File: config.mk
export PLATFORM = sky130hd
export DESIGN_NAME = mmn_div
export DESIGN_NICKNAME = d
export VERILOG_FILES = /design/src/rtl/mmn_pkg.sv /design/src/rtl/mmn_div.sv
export SDC_FILE = /design/constraint.sdc
export NUM_CORES = 1
export LEC_CHECK = 0
export BUFFER_PORTS_ARGS = -buffer_cell sky130_fd_sc_hd__buf_4
export CAP_MARGIN = 30
export CORE_MARGIN = 2
export CORE_UTILIZATION = 59
export CTS_CLUSTER_SIZE = 16
export DETAILED_ROUTE_END_ITERATION = 16
export PLACE_DENSITY_LB_ADDON = 0.2
export SYNTH_ARGS = -nofsm -noshare
export SYNTH_HDL_FRONTEND = slang
export SYNTH_SLANG_ARGS = --single-unit
File: constraint.sdc
create_clock -name clock -period 4.65 [get_ports clock]
set_input_delay 0.465 -clock clock [delete_from_list [all_inputs] [get_ports clock]]
set_output_delay 0.465 -clock clock [all_outputs]
set_load 0.01 [all_outputs]
File: src/rtl/mmn_pkg.sv
// Package for the min-max frame normalizer.
// Holds command codes, the Q8.8 scale constants and the divider result type.
// No dependencies.
package mmn_pkg;

   typedef enum logic {
      CMD_LOAD = 1'b0,
      CMD_EMIT = 1'b1
   } cmd_type;

   // Width of the Q8.8 result and of the divider quotient
   localparam int Q_BITS    = 16;
   localparam int STEP_BITS = $clog2(Q_BITS);

   // Full scale 255.0 in Q8.8: 65280 = 2^16 - 2^8
   localparam logic [Q_BITS-1:0] Q_FULL = 16'hFF00;
   localparam int SCALE_HI_SHIFT = 16;
   localparam int SCALE_LO_SHIFT = 8;

   typedef struct packed {
      logic              done;
      logic [Q_BITS-1:0] quotient;
   } div_rsp_type;

endpackage

File: src/rtl/mmn_div.sv
// Restoring divider, one quotient bit per cycle.
// Depends on mmn_pkg; the quotient must fit in Q_BITS bits.
module mmn_div
   import mmn_pkg::*;
#(
   parameter int DEN_BITS = 16
) (
   input  logic                       clock,
   input  logic                       reset,
   input  logic                       go,
   input  logic [DEN_BITS+Q_BITS-1:0] num,
   input  logic [DEN_BITS-1:0]        den,
   output div_rsp_type                rsp
);

   localparam int NW = DEN_BITS + Q_BITS;

   logic [NW-1:0]        rem_ff, rem_in;
   logic [NW-1:0]        dsh_ff, dsh_in;
   logic [Q_BITS-1:0]    quo_ff, quo_in;
   logic [STEP_BITS-1:0] step_ff, step_in;
   logic                 run_ff, run_in;
   logic                 done_ff, done_in;
   logic                 fits;

   always_comb begin
      rem_in  = rem_ff;
      dsh_in  = dsh_ff;
      quo_in  = quo_ff;
      step_in = step_ff;
      run_in  = run_ff;
      done_in = 1'b0;
      fits    = (rem_ff >= dsh_ff);
      if (go) begin
         rem_in  = num;
         dsh_in  = NW'(den) << (Q_BITS - 1);
         quo_in  = '0;
         step_in = STEP_BITS'(Q_BITS - 1);
         run_in  = 1'b1;
      end else if (run_ff) begin
         if (fits) begin
            rem_in = rem_ff - dsh_ff;
         end
         quo_in = {quo_ff[Q_BITS-2:0], fits};
         dsh_in = dsh_ff >> 1;
         if (step_ff == '0) begin
            run_in  = 1'b0;
            done_in = 1'b1;
         end else begin
            step_in = step_ff - 1'b1;
         end
      end
   end

   always_ff @(posedge clock) begin
      rem_ff  <= rem_in;
      dsh_ff  <= dsh_in;
      quo_ff  <= quo_in;
      step_ff <= step_in;
      if (reset) begin
         run_ff  <= 1'b0;
         done_ff <= 1'b0;
      end else begin
         run_ff  <= run_in;
         done_ff <= done_in;
      end
   end

   assign rsp.done     = done_ff;
   assign rsp.quotient = quo_ff;

endmodule

Yosys cells after proc, flatten, opt, wreduce, memory -nomap -nowiden. Index checks and enable logic that the tools add are counted.

Register bits after elaboration: 85. Input port bits: 51. Output and inout port bits: 17. Logic and storage cells: 27.

Add/subtract/negate cells: 2. Order comparisons: 1. Multiplexer cells: 9. Bitwise operators: 2. Reductions and logical operators: 6.

Operator list (number): two-way mux 32 bit (3); two-way mux 31 bit (2); >= comparator 32 x 31 -> 1 bit (1); subtractor 32 x 31 -> 32 bit (1); zero test 4 bit (1); two-way mux 1 bit (4); AND reduction 2 bit (2); nonzero test 2 bit (2); subtractor 4 x 1 -> 4 bit, second input constant (1); OR reduction 3 bit (1); inverter 1 bit (2).

Logic depth before layout (Yosys ltp).
Word-level depth: 4. Mapped depth: 11. Mapped depth without buffers: 11.

Worst setup path after synthesis. No wires, ideal clock.

Kind: reg2reg. Start: register rem_ff[23]. End: register rem_ff[0], enable pin. Setup time: 425 ps. Arrival time: 3150 ps. Data required time: 4225 ps. Slack: 1075 ps. Stages on the path, launching flop included: 10. Path buffers: 1. Period minus slack after synthesis: 3575 ps. Path through: edfxtp_1 > ha_1 > clkbuf_1 > nand2_1 > o21ai_1 > a31oi_1 > o21ai_1 > o21a_1 > a221oi_2 > o21ai_1.

Cells in the longest elaborated chain, start to end: 3.

RTL lines: from (decl) (RTL line mmn_div.sv:18) `logic [NW-1:0] rem_ff, rem_in;`; from (signal assigned) (RTL line mmn_div.sv:56) `rem_ff <= rem_in;`; >= comparator 32 x 31 -> 1 bit (RTL line mmn_div.sv:33) `fits = (rem_ff >= dsh_ff);`; nonzero test 2 bit (no line); AND reduction 2 bit (no line).

No other way between the ends. A chain may end at the register's enable or synchronous reset.

Worst setup path after layout.
Start: register rem_ff[0]. End: register rem_ff[31], enable pin.

Same word-level chain as after synthesis.

==> flow_summary.yaml <==
timing:
  fmax_mhz: 287
  rsz0062_at_grt: "false"
  layout_min_cycle_time_ps: 3480
  skew_ps: 12.4
  finalSetupTns_ps: 0
  final_max_slew_viol_count: 0
  worst_slew_pin_slew_ps: 810
  fin_crit_sh_pct: 74.9
  finalHoldViolCount: 0
  relSlewSlack_pct: 46.0
  finalSetupViolations: 0
clock_tree:
  cts_tree: "done"
  cts_max_path_buffers: 2
  cts.repair.resized: 0
  cts_buffers: 9
  insertion_delay_ps: 360
  htree_levels: 3
  postCtsHoldBufs: 0
  postCtsSetupRepairBufs: 0
  cts_root_buffer: "clkbuf_8"
  clkSinkCount: 85
  clkTransAtPathRegs_ps: 90
grt:
  grt_max_degree: 73
  grt_pass1_wl_um: 19800
  grt_usage_pct: 24.8
  antenna_found_initial: 0
  grt_overflow: 0
  grt_pass1_vias: 4332
floorplanning:
  die_y_um: 98.6
  initial_core_util_pct: 60.8
  die_area_um2: 9720
  ios: 68
  die_w_um: 98.6
  num_rows: 34
  core_um2: 8680
yosys:
  synth_top_family_by_area: "compound AO/OA/AOI/OAI gates"
  synth_seq_area_share_pct: 41.3
  synth-seq-cells: 85
  yosysMostFrequentCell: "nand2_1"
  synth_area_leaders: "edfxtp_1, dfxtp_1, ha_1"
  synth.area.mux_share_pct: 6.52
  synth-adder-area-share_pct: 7.97
  synthTopCellsByCount: "nand2_1, nor2_1, edfxtp_1"
  synth-async-reset-ratio_pct: 0
  synthFlopType: "edfxtp_1"
  ys_types: 56
  synth_compound_area_share_pct: 19.3
  syn_inst: 589
  synth.net_count: 673
  synth_top_area_share_pct: 27.3
  syn_area_um2: 5280
  synth-simple-area-share_pct: 16.1
  synth_edf_count: 48
  yosys_warnings: 0
  yosysTopAreaCell: "edfxtp_1"
  avgSynthCellArea_um2: 8.96
  synthXorXnorAreaFrac_pct: 3.49
outcome:
  outcome: "complete, no violations"
worst_setup_path:
  end_kind: "flip-flop"
  path_max_fanout: 19
  required_ps: 4750
  crit_type: "reg2reg"
  cp-start-kind: "flip-flop"
  arrival_ps: 3580
final_layout:
  drive_gt1_share_pct: 16.1
  diodes: 0
  num-nets-final: 725
  area_growth_pct: 14.9
  utilization_pct: 69.9
flow_run:
  max_cap_viol_count: 0
route:
  via_per_inst: 5.91
  ant_nets: 0
  drt_iter0_drc: 284
  wl_um: 11800
  drt-wirelength-per-cell_um: 15.7
  vias: 4456
  dr.pass1.iters: 5
  drc: 0
place:
  portBuffers: 67
  gp_congestion: 0.928
  hpwl_um: 8480
pwr:
  power_density_nw_per_um2: 477
  vdd.ir_drop.worst_v: 0.000221
  p_leak_uw: 0.00249
worst_hold_path:
  hp-class: "in2reg"
power by group:
group	internal [µW]	total [µW]	switching, µW
clock	302	596	294
combinational	516	1310	793
sequential	946	987	40.8
area by class of cell:
cell class	instances	area, µm²
clock inverters	4	37.5
clock buffers	12	199
inverters	44	165
fillers	725	2610
repair buffers	70	526
well taps	108	135
multi-input cells	431	2820
flip-flops and latches	85	2180
critical path, stage by stage, from the launching register on:
cell	delay [ps]
edfxtp_1	360
inv_1	70
ha_1	150
inv_1	50
fa_1	410
a21oi_2	180
o21ai_2	110
a21oi_4	210
o221ai_2	180
or4b_1	540
a221oi_2	320
o21ai_2	300
buf_4	350
layout by cell type (no fill, tap or decap), drive strengths merged, types with 4 or more instances in the layout:
master,n
nand2,77
buf,70
nor2,60
edfxtp,48
inv,48
o21ai,40
dfxtp,37
a21oi,35
ha,32
mux2i,31
nor3,15
o31ai,14
xnor2,14
a211oi,13
clkbuf,12
a21o,11
nand3,10
nand4,7
o211ai,7
xor2,7
o21bai,5
nor4b,5
o21a,4
a31oi,4
per-layer routing:
layer,GRT usage [%],up-vias,part of all wire (%)
li1,-,2217,-
met1,33.9,2084,46
met2,42.0,135,47
met3,3.33,20,4.7
met4,6.11,0,1.5
met5,0,-,0
registers in the layout, summed over array words and instances, names as in the netlist:
name / flops
done_ff: 1
dsh_ff: 31
quo_ff: 16
rem_ff: 32
run_ff: 1
step_ff: 4
path summary, 6_finish.rpt:
check,startpoint,endpoint,slack (ps),cells past startpoint
setup / recovery,rem_ff[0]$_DFFE_PP_,rem_ff[31]$_DFFE_PP_,1170,12
hold / removal,reset,run_ff$_SDFF_PP0_,250,2
setup reg to reg,rem_ff[0]$_DFFE_PP_,rem_ff[31]$_DFFE_PP_,1170,12
hold reg to reg,step_ff[1]$_SDFFE_PP1P_,step_ff[1]$_SDFFE_PP1P_,510,2
cell families (layout without fill, tap and decap cells):
logic type               Yosys count  in the layout
AO/OA/AOI/OAI                    151            151
XOR/XNOR                          21             21
adder cells (fa/ha/maj)           33             33
buffers and inverters             73            130
flip-flops                        85             85
multiplexers                      34             34
AND/OR/NAND/NOR                  192            192
stage by stage:
step / worst slack [ps] / hold slack [ps] / total power, µW / cell area (µm²) / cells
detailed placement: 1180 / 496 / 2270 / 5830 / 738
global route: 980 / 254 / 3070 / 6060 / 754
CTS: 1170 / 255 / 2880 / 6060 / 754
global placement: 1290 / 477 / 2250 / 5830 / 738
finish: 1170 / 253 / 2890 / 6060 / 754
floorplan: 1070 / 465 / 1990 / 5280 / 589
No activity file was read; power rests on OpenSTA's default activity.
